## src/hpq_pkg.sv

```systemverilog
// Package for the binary min-heap priority queue.
// Holds the result status codes, the sequencer state type and the result word type.
// No dependencies; imported by every module of the block.
package hpq_pkg;

  localparam int KEY_W = 32;
  localparam int CNT_W = 7;

  // Request kinds as carried on s_tuser
  localparam logic REQ_PUSH = 1'b0;
  localparam logic REQ_POP  = 1'b1;

  typedef enum logic [1:0] {
    ST_OK    = 2'd0,
    ST_EMPTY = 2'd1,
    ST_FULL  = 2'd2
  } status_t;

  typedef enum logic [2:0] {
    S_IDLE,
    S_UP_RD,
    S_UP_CMP,
    S_POP_LD,
    S_DN_RD,
    S_DN_CMP,
    S_FINISH
  } state_t;

  // Result handed from the sequencer to the output register
  typedef struct packed {
    logic                    valid;
    logic signed [KEY_W-1:0] popped_key;
    status_t                 status;
    logic [CNT_W-1:0]        entry_count;
  } res_t;

endpackage

```

## src/hpq_mem.sv

```systemverilog
// Heap key store: one write port and two registered read ports.
// Depends on hpq_pkg for the key width.
module hpq_mem
  import hpq_pkg::*;
#(
  parameter int DEPTH = 64,
  parameter int AW    = 6
) (
  input  logic             clk,
  input  logic             we,
  input  logic [AW-1:0]    waddr,
  input  logic [KEY_W-1:0] wdata,
  input  logic [AW-1:0]    raddr_a,
  input  logic [AW-1:0]    raddr_b,
  output logic [KEY_W-1:0] rdata_a,
  output logic [KEY_W-1:0] rdata_b
);

  logic [KEY_W-1:0] heap_store [DEPTH];

  // Write one entry
  always_ff @(posedge clk) begin
    if (we) begin
      heap_store[waddr] <= wdata;
    end
  end

  // Registered reads
  always_ff @(posedge clk) begin
    rdata_a <= heap_store[raddr_a];
    rdata_b <= heap_store[raddr_b];
  end

endmodule

```

## src/hpq_ctrl.sv

```systemverilog
// Sift sequencer: walks the key store one level at a time, a read state then a compare
// state, carrying the moving key in a register (hole method).
// Depends on hpq_pkg and hpq_mem.
module hpq_ctrl
  import hpq_pkg::*;
#(
  parameter int HEAP_DEPTH = 64
) (
  input  logic             clk,
  input  logic             rst,
  input  logic             in_valid,
  output logic             in_ready,
  input  logic             req_type,
  input  logic [KEY_W-1:0] new_key,
  input  logic             res_ready,
  output res_t             res
);

  localparam int AW = (HEAP_DEPTH > 1) ? $clog2(HEAP_DEPTH) : 1;
  localparam int CW = $clog2(HEAP_DEPTH + 1);
  localparam int PW = AW + 2;

  state_t                  state, state_next;
  logic [CW-1:0]           count, count_next;
  logic [AW-1:0]           pos, pos_next;
  logic signed [KEY_W-1:0] key, key_next;
  logic signed [KEY_W-1:0] popped, popped_next;
  status_t                 status, status_next;

  logic                    we;
  logic [AW-1:0]           waddr;
  logic [KEY_W-1:0]        wdata;
  logic [AW-1:0]           raddr_a, raddr_b;
  logic [KEY_W-1:0]        rdata_a, rdata_b;
  logic signed [KEY_W-1:0] rd_a, rd_b;

  logic [AW-1:0]           parent;
  logic [PW-1:0]           lc, rc, cnt_ext;
  logic                    l_ok, r_ok, take_l, take_r;
  logic signed [KEY_W-1:0] min_l;

  hpq_mem #(
    .DEPTH (HEAP_DEPTH),
    .AW    (AW)
  ) u_mem (
    .clk     (clk),
    .we      (we),
    .waddr   (waddr),
    .wdata   (wdata),
    .raddr_a (raddr_a),
    .raddr_b (raddr_b),
    .rdata_a (rdata_a),
    .rdata_b (rdata_b)
  );

  assign rd_a = $signed(rdata_a);
  assign rd_b = $signed(rdata_b);

  // Tree neighbours of the hole
  assign parent  = AW'((pos - AW'(1)) >> 1);
  assign lc      = {1'b0, pos, 1'b1};
  assign rc      = {1'b0, pos, 1'b0} + PW'(2);
  assign cnt_ext = PW'(count);
  assign l_ok    = lc < cnt_ext;
  assign r_ok    = rc < cnt_ext;

  // Descent compare: left child first, right child wins only if strictly smaller
  assign take_l = l_ok && (key > rd_a);
  assign min_l  = take_l ? rd_a : key;
  assign take_r = r_ok && (min_l > rd_b);

  always_ff @(posedge clk) begin
    if (rst) begin
      state <= S_IDLE;
      count <= '0;
    end else begin
      state <= state_next;
      count <= count_next;
    end
  end

  always_ff @(posedge clk) begin
    pos    <= pos_next;
    key    <= key_next;
    popped <= popped_next;
    status <= status_next;
  end

  always_comb begin
    state_next  = state;
    count_next  = count;
    pos_next    = pos;
    key_next    = key;
    popped_next = popped;
    status_next = status;
    we          = 1'b0;
    waddr       = pos;
    wdata       = key;
    raddr_a     = parent;
    raddr_b     = parent;
    in_ready    = 1'b0;
    res         = '0;

    case (state)
      S_IDLE: begin
        in_ready = 1'b1;
        raddr_a  = '0;
        raddr_b  = AW'(count - CW'(1));
        if (in_valid) begin
          popped_next = '0;
          status_next = ST_OK;
          if (req_type == REQ_PUSH) begin
            if (count == CW'(HEAP_DEPTH)) begin
              status_next = ST_FULL;
              state_next  = S_FINISH;
            end else begin
              key_next   = $signed(new_key);
              pos_next   = AW'(count);
              count_next = count + CW'(1);
              state_next = S_UP_RD;
            end
          end else begin
            if (count == '0) begin
              status_next = ST_EMPTY;
              state_next  = S_FINISH;
            end else begin
              // root and last entry are read now, land next cycle
              count_next = count - CW'(1);
              state_next = S_POP_LD;
            end
          end
        end
      end

      S_UP_RD: begin
        if (pos == '0) begin
          we         = 1'b1;
          state_next = S_FINISH;
        end else begin
          state_next = S_UP_CMP;
        end
      end

      S_UP_CMP: begin
        we = 1'b1;
        if (key < rd_a) begin
          // drop the parent into the hole and climb
          wdata      = rdata_a;
          pos_next   = parent;
          state_next = S_UP_RD;
        end else begin
          state_next = S_FINISH;
        end
      end

      S_POP_LD: begin
        popped_next = rd_a;
        key_next    = rd_b;
        pos_next    = '0;
        state_next  = (count == '0) ? S_FINISH : S_DN_RD;
      end

      S_DN_RD: begin
        raddr_a    = lc[AW-1:0];
        raddr_b    = rc[AW-1:0];
        state_next = S_DN_CMP;
      end

      S_DN_CMP: begin
        we = 1'b1;
        if (take_r) begin
          wdata      = rdata_b;
          pos_next   = rc[AW-1:0];
          state_next = S_DN_RD;
        end else if (take_l) begin
          wdata      = rdata_a;
          pos_next   = lc[AW-1:0];
          state_next = S_DN_RD;
        end else begin
          state_next = S_FINISH;
        end
      end

      S_FINISH: begin
        // hand the word over once the output register is free
        if (res_ready) begin
          res.valid       = 1'b1;
          res.popped_key  = popped;
          res.status      = status;
          res.entry_count = CNT_W'(count);
          state_next      = S_IDLE;
        end
      end

      default: begin
        state_next = S_IDLE;
      end
    endcase
  end

endmodule

```

## src/min_heap_priority_queue.sv

```systemverilog
// Binary min-heap priority queue. A push climbs through a read state and a compare
// state per level; a pop loads the root and last entry, then descends through a read
// state and a compare state per level. A full push or an empty pop goes straight to
// the finish state. Each level waits on the registered key store read.
// One request in flight; the next can be taken from the cycle after its word reaches
// the output register. Reset (rst, synchronous) empties the heap and clears m_tvalid.
module min_heap_priority_queue
  import hpq_pkg::*;
#(
  parameter int HEAP_DEPTH = 64
) (
  input  logic        clk,
  input  logic        rst,
  input  logic        s_tvalid,
  output logic        s_tready,
  input  logic [31:0] s_tdata,   // [31:0] new_key
  input  logic [0:0]  s_tuser,   // [0] req_type
  output logic        m_tvalid,
  input  logic        m_tready,
  output logic [39:0] m_tdata,   // [31:0] popped_key, [38:32] entry_count, [39] zero
  output logic [1:0]  m_tuser    // [1:0] status
);

  res_t res;
  logic res_ready;

  assign res_ready = !m_tvalid || m_tready;

  hpq_ctrl #(
    .HEAP_DEPTH (HEAP_DEPTH)
  ) u_ctrl (
    .clk       (clk),
    .rst       (rst),
    .in_valid  (s_tvalid),
    .in_ready  (s_tready),
    .req_type  (s_tuser[0]),
    .new_key   (s_tdata),
    .res_ready (res_ready),
    .res       (res)
  );

  // Output register: load a finished word, drop it once taken
  always_ff @(posedge clk) begin
    if (rst) begin
      m_tvalid <= 1'b0;
    end else if (res.valid) begin
      m_tvalid <= 1'b1;
    end else if (m_tready) begin
      m_tvalid <= 1'b0;
    end
  end

  always_ff @(posedge clk) begin
    if (res.valid) begin
      m_tdata <= {1'b0, res.entry_count, res.popped_key};
      m_tuser <= res.status;
    end
  end

  a_res_slot_free: assert property (@(posedge clk) disable iff (rst)
    res.valid |-> (!m_tvalid || m_tready))
    else $error("result produced while output register still occupied");

  a_busy_after_accept: assert property (@(posedge clk) disable iff (rst)
    (s_tvalid && s_tready) |=> !s_tready)
    else $error("sequencer ready again straight after taking a request");

  a_empty_word: assert property (@(posedge clk) disable iff (rst)
    (m_tvalid && m_tuser == ST_EMPTY) |-> (m_tdata[38:0] == 39'd0))
    else $error("empty-pop word carries a key or a nonzero count");

  a_full_word: assert property (@(posedge clk) disable iff (rst)
    (m_tvalid && m_tuser == ST_FULL) |->
      (m_tdata[38:32] == CNT_W'(HEAP_DEPTH) && m_tdata[31:0] == 32'd0))
    else $error("full-push word does not report a full heap");

endmodule

```

## config.mk

```make
export PLATFORM = sky130hd
export DESIGN_NAME = min_heap_priority_queue
export DESIGN_NICKNAME = d
export VERILOG_FILES = /design/src/hpq_pkg.sv /design/src/hpq_mem.sv /design/src/hpq_ctrl.sv /design/src/min_heap_priority_queue.sv
export SDC_FILE = /design/constraint.sdc
export NUM_CORES = 2
export LEC_CHECK = 0
export BUFFER_PORTS_ARGS = -buffer_cell sky130_fd_sc_hd__buf_2
export CELL_PAD_IN_SITES_DETAIL_PLACEMENT = 2
export CELL_PAD_IN_SITES_GLOBAL_PLACEMENT = 2
export CORE_MARGIN = 2
export CORE_UTILIZATION = 47
export DETAILED_ROUTE_END_ITERATION = 12
export PLACE_DENSITY_LB_ADDON = 0.1
export SYNTH_ARGS = -nofsm -noshare
export SYNTH_HDL_FRONTEND = slang
export SYNTH_SLANG_ARGS = --single-unit
export TNS_END_PERCENT = 5
```

## constraint.sdc

```tcl
create_clock -name clk -period 8 [get_ports clk]
set_input_delay 0.8 -clock clk [delete_from_list [all_inputs] [get_ports clk]]
set_output_delay 0.8 -clock clk [all_outputs]
set_load 0.05 [all_outputs]
```

; ---- Word level (Yosys, flattened, before mapping)
; Memory sizes are Yosys's and may differ from the RTL's. A register that Yosys moved wholly into a read port is not among the register bits.
; Index checks and enable logic that the tools add are counted.
[word_totals]
latch_bits = 0
in_bits = 37
romBits = 0
wordCells = 97
output_inout_bits = 44
n_memories = 1
ram_bits = 2048
regBits = 124
[memory_table]
columns = memory, words, width, read_ports, rd_clocked_by_memory_dff, wr, line_no
row1 = u_ctrl.u_mem.heap_store, 64, 32, 2, 2, 1, hpq_mem.sv:19  ; logic [KEY_W-1:0] heap_store [DEPTH];
[op_classes]
n_div = 0
magnitude_cmp = 5
muxes = 45
addsub = 4
eq_ne = 15
n_shift = 0
reduce_logical = 18
bitwise = 0
multipliers = 0
[op_table]
columns = cell, n
row1 = two-way mux 32 bit, 7
row2 = case mux 32 bit (2 select lines), 3
row3 = two-way mux 42 bit, 2
row4 = > comparator 32 bit, 2
row5 = two-way mux 6 bit, 6
row6 = less-than comparator 32 bit, 1
row7 = two-way mux 3 bit, 8
row8 = case mux 6 bit (2 select lines), 2
row9 = case mux 6 bit (4 select lines), 1
row10 = two-way mux 7 bit, 3
row11 = case mux 3 bit (7 select lines), 1
row12 = "inequality test 2 bit, second input constant", 6
row13 = "equality test 3 bit, second input constant", 3
row14 = "adder 7 x 2 -> 8 bit, second input constant", 1
row15 = less-than comparator 8 x 7 -> 1 bit, 1
row16 = two-way mux 2 bit, 4
row17 = AND reduction 2 bit, 4
row18 = AND reduction 4 bit, 2
row19 = "adder 7 x 1 -> 7 bit, second input constant", 1
row20 = "equality test 7 bit, second input constant", 1
row21 = logical NOT 7 bit, 1
row22 = less-than comparator 7 bit, 1
row23 = two-way mux 1 bit, 7
row24 = "subtractor 7 x 1 -> 7 bit, second input constant", 1
row25 = 15 further kinds, 18

; ---- Depth between registers and ports, before layout
[depth]
depth_word = 7
depth_mapped = 23
depth_no_buf = 19

; ---- Hierarchy
; Synthesis repeated with hierarchy kept, for this count alone.
[unflattened]
cells_unflattened = 5312
area_unflattened_um2 = 104094.8
[by_module_without_submodules]
columns = module, seq_area_each_um2, area_each_um2, instances, cells_per_inst
row1 = hpq_mem, 62780.2, 95660.5, 1, 4412
row2 = hpq_ctrl, 2362.3, 7145.6, 1, 853
row3 = min_heap_priority_queue, 1251.2, 1288.7, 1, 47

; ---- Worst setup path before layout
; OpenSTA, ideal clock, no wires.
[synth_timing]
path_type = reg-to-reg
from = register u_ctrl.key[15]
to = memory u_ctrl.u_mem.heap_store[0][12], data pin
required_time_ns = 7.458
path_stages_with_launch = 20
setup_slack_ns = 0.818
setup_time_ns = 0.542
synth_period_minus_slack_ns = 7.182
arrival_time_ns = 6.640
n_path_buf = 2
cell_sequence = edfxtp_1 -> ha_1 -> a21oi_1 -> o21ai_1 -> a2111o_1 -> o311a_1 -> o21a_1 -> o211ai_1 -> buf_2 -> mux2_2 -> ha_1 -> a21oi_1 -> o21a_1 -> o221ai_1 -> a211o_1 -> a211oi_1 -> mux2_2 -> buf_1 -> nand2_1 -> o211ai_1
[synth_between]
elab_chain_len = 7
elab_cells_between_ends = 9
classes_between = 3 x order compare / 4 x mux / 2 x reduce/logical
[synth_rtl]
columns = item, line_no
row1 = "start, declared", hpq_ctrl.sv:26  ; logic signed [KEY_W-1:0] key, key_next;
row2 = "start signal, assigned", hpq_ctrl.sv:84  ; key <= key_next;
row3 = > comparator 32 bit, hpq_ctrl.sv:68  ; assign take_l = l_ok && (key > rd_a);
row4 = logical AND 1 bit, hpq_ctrl.sv:68
row5 = two-way mux 32 bit, "hpq_ctrl.sv:69, hpq_ctrl.sv:175"
row6 = > comparator 32 bit, hpq_ctrl.sv:70  ; assign take_r = r_ok && (min_l > rd_b);
row7 = logical AND 1 bit, hpq_ctrl.sv:70
row8 = two-way mux 32 bit, hpq_ctrl.sv:171  ; if (take_r) begin
row9 = case mux 32 bit (2 select lines) (*), hpq_ctrl.sv:104  ; case (state)
row10 = net u_ctrl.u_mem.wdata[12], hpq_mem.sv:12  ; input logic [KEY_W-1:0] wdata,
row11 = "end, declared", hpq_mem.sv:19
; The timed path passes the listed nets; every way through them passes the cells marked *.

; ---- Worst setup path after layout
[layout_timing]
from = register u_ctrl.u_mem.rdata_a[15], read port of u_ctrl.u_mem.heap_store
to = memory u_ctrl.u_mem.heap_store[34][1], data pin
[layout_between]
elab_chain_len = 7
elab_cells_between_ends = 9
classes_between = 3 x order compare / 4 x mux / 2 x reduce/logical
[layout_rtl]
columns = item, line_no
row1 = "start, declared", hpq_mem.sv:15  ; output logic [KEY_W-1:0] rdata_a,
row2 = > comparator 32 bit, hpq_ctrl.sv:68
row3 = logical AND 1 bit, hpq_ctrl.sv:68
row4 = two-way mux 32 bit, "hpq_ctrl.sv:69, hpq_ctrl.sv:175"
row5 = > comparator 32 bit, hpq_ctrl.sv:70
row6 = logical AND 1 bit, hpq_ctrl.sv:70
row7 = two-way mux 32 bit, hpq_ctrl.sv:171
row8 = case mux 32 bit (2 select lines) (*), hpq_ctrl.sv:104
row9 = net u_ctrl.u_mem.wdata[1], hpq_mem.sv:12
; Marked as above.

==> flow_summary.toml <==
[outcome]
run_status = "finished, final reports clean"

[hold_path]
worstHoldEndpoint = "u_ctrl.count[3]"
hold_path_startpoint = "rst"
worst_hold_path.num_cells = 2
worstHoldPathType = "in -> reg"

[critical_path]
rr_worst_depth = 21
worst-path-max-fanout = 64
critPathLaunchType = "register"
cp_data_arrival_time_ns = 8.11
cp_data_required_time_ns = 8.49
crit-reg2reg-launch = "u_ctrl.u_mem.rdata_a[15]"
reg2reg_to = "u_ctrl.u_mem.heap_store[34][1]"
timing_worst_setup_path_type = "reg -> reg"
worstSetupEndpointType = "register"
setup.reg_to_reg.worst_slack_ns = 0.38

[route]
route.detailed.vias_per_inst = 7.35
drt_first_iter_violations = 10663
avgRoutedWirePerCell_um = 42.7
route.detailed.drc = 0
antenna_violating_nets_post_route = 0
via_count = 78797
wl_mm = 458
drt_pre_antenna_iters = 6

[finish]
final_layout_net_count = 7608
post-route-util = 0.525
layout-drive-gt1-share = 0.181
synthToLayoutAreaGrowth_pct = 11.1

[grt]
grt_pass1_vias = 82237
grt.overflow.total = 0
groute.usage.overall = 0.388
grt_max_degree = 195
grt_most_used_layer = "met2"
global_route_wire_length_before_repair_mm = 637
globalRouteMet2Util = 0.614
antenna_found_initial = 37
met3_track_usage_gr = 0.0853
grtUsageMet1 = 0.518

[sta]
final_hold_viol_count = 0
rsz0062_at_grt = "false"
slew_violations = 0
setup_total_negative_slack_ns = 0
min_period_ns = 7.62
max_slew_margin = 0.0462
report.final.setup_viol = 0
post_route_worst_hold_slack_ns = 0.265
maximum_clock_rate_ghz = 0.131
max_slew.worst_pin.slew_ns = 1.43
finClkSkew_ns = 0.0553
period_share = 0.952

[placement]
post-dp-hpwl_mm = 264
finalWeightedCongestion = 0.919
buffer_ports.inserted = 79

[die]
ioPinCount = 81
die_h_um = 482
initial_utilization = 0.473
floorplan.rows = 175
coreArea_sq_mm = 0.227
die-width_um = 482
die-area_sq_mm = 0.233

[yosys]
synth_warnings = 0
mappedNetlistNets = 7741
netlist_top_cells_count = "2161 x edfxtp_1, 1271 x nand2_1, 544 x mux4_2"
synth_top_area_cell = "edfxtp_1"
synth_ff_type = "edfxtp_1"
netlist_top_cells_area = "edfxtp_1 60%, mux4_2 11%, nand2_1 4.4%, a211oi_1 3.6%, mux2i_1 3.0%"
synth_sequential_area_ratio = 0.617
yosysUniqueCellTypes = 64
area_share_of_the_largest_cell_type_after_synthesis = 0.603
yosys_register_bits = 2236
post_synth_inst_count = 7623
async_flop_share = 0
cell_area_synth_sq_mm = 0.108
post_synth_edffs = 2161
syn_avg_cell_area_sq_um = 14.1
synthMostInstantiatedCell = "edfxtp_1"

[clocking]
clk_latency_ns = 0.92
worst_setup_hold_path_clk_slew_ns = 0.06
cts_tree = "done"
cts_root_buffer = "clkbuf_16"
h-tree-depth = 4
cts-root-to-sink-buffers = 3
cts_buffers = 239
post_cts.repair.setup_buffers = 0
cts_hold_buf = 0
post_cts_resize_count = 0
clock_sink_count = 2236

[flow_run]
max_cap_viol_count = 0
## registers in the layout (all words and copies together), names as in the netlist
name,count
m_tuser,2
m_tvalid,1
u_ctrl.popped,32
u_ctrl.state,3
u_ctrl.u_mem.heap_store,2048
u_ctrl.status,2
u_ctrl.count,7
u_ctrl.u_mem.rdata_b,32
u_ctrl.u_mem.rdata_a,32
u_ctrl.pos,6
u_ctrl.key,32
m_tdata,39
## routing by layer
metal	vias to the layer above	part of all wire
met5	-	0.00016
met1	42137	0.38
met4	10	0.046
met3	1157	0.11
li1	30391	-
met2	5102	0.47
## cell usage in the layout (no fill, tap or decap), drive strengths merged, types with 197 or more instances in the layout
cell type,Yosys,layout
edfxtp,2161,2161
nand2,1271,1271
mux4,544,544
a211oi,519,519
and3,452,452
mux2i,324,324
buf,259,315
clkbuf,430,306
a311oi,257,257
a31oi,197,197
## kinds of logic after synthesis
logic type | after synthesis | share of synthesized area
DFF | 2236 | 0.617
and+or+nand+nor | 2117 | 0.0898
AOI/OAI and AO/OA | 1466 | 0.101
muxes | 934 | 0.151
buffers and inverters | 769 | 0.0298
adders and majority gates | 81 | 0.00943
xor gates and xnor gates | 19 | 0.00155
other | 1 | 0.0000349
## how the worst max path moves through the flow
stage	start	endpoint	slack [ns]	cells after the start
2_1_floorplan	u_ctrl.key[15]	u_ctrl.u_mem.heap_store[0][12]	0.82	19
3_3_place_gp	u_ctrl.key[13]	u_ctrl.u_mem.heap_store[42][1]	0.67	21
3_5_place_dp	u_ctrl.u_mem.rdata_a[15]	u_ctrl.u_mem.heap_store[43][19]	0.51	21
4_1_cts	u_ctrl.u_mem.rdata_a[15]	u_ctrl.u_mem.heap_store[34][1]	0.47	21
5_1_grt	u_ctrl.u_mem.rdata_a[15]	u_ctrl.u_mem.heap_store[34][1]	0.08	21
6_report	u_ctrl.u_mem.rdata_a[15]	u_ctrl.u_mem.heap_store[34][1]	0.38	21
## critical path, cell delays in order (launching register included)
cell	delay, ns
dfxtp_1	0.34
inv_1	0.09
ha_1	0.33
a21oi_1	0.15
o21ai_1	0.12
a2111o_1	0.48
o311a_1	0.43
o21a_1	0.24
o211ai_1	0.24
buf_4	0.43
mux2_2	0.43
ha_1	0.32
nand4_1	0.15
nor4_1	0.07
buf_4	0.15
a21boi_0	0.17
a211o_1	0.40
a211oi_1	0.50
mux2_2	0.60
buf_12	0.25
nor3_1	0.15
a211o_2	0.99
## cell type report
| cell class | count | area, sq um |
|---|---|---|
| Antenna cell | 9 | 22.5 |
| Clock buffer | 306 | 6390 |
| Clock inverter | 144 | 1280 |
| Fill cell | 20465 | 108000 |
| Inverter | 80 | 300 |
| Multi-Input combinational cell | 4618 | 38700 |
| Sequential cell | 2236 | 66400 |
| Tap cell | 3009 | 3760 |
| Timing Repair Buffer | 315 | 2670 |
## metrics by stage
step | setup slack [ns] | area, sq um | std cells
after global routing | 0.0771 | 119000 | 10709
after floorplan | 0.818 | 108000 | 7623
after global placement | 0.670 | 112000 | 10258
after CTS | 0.467 | 119000 | 10708
final | 0.381 | 120000 | 10717
after detailed placement | 0.514 | 112000 | 10258
Power is left out: the tool's default activity adds up to more than one toggle a clock period on the data nets, which glitch-free logic cannot reach.
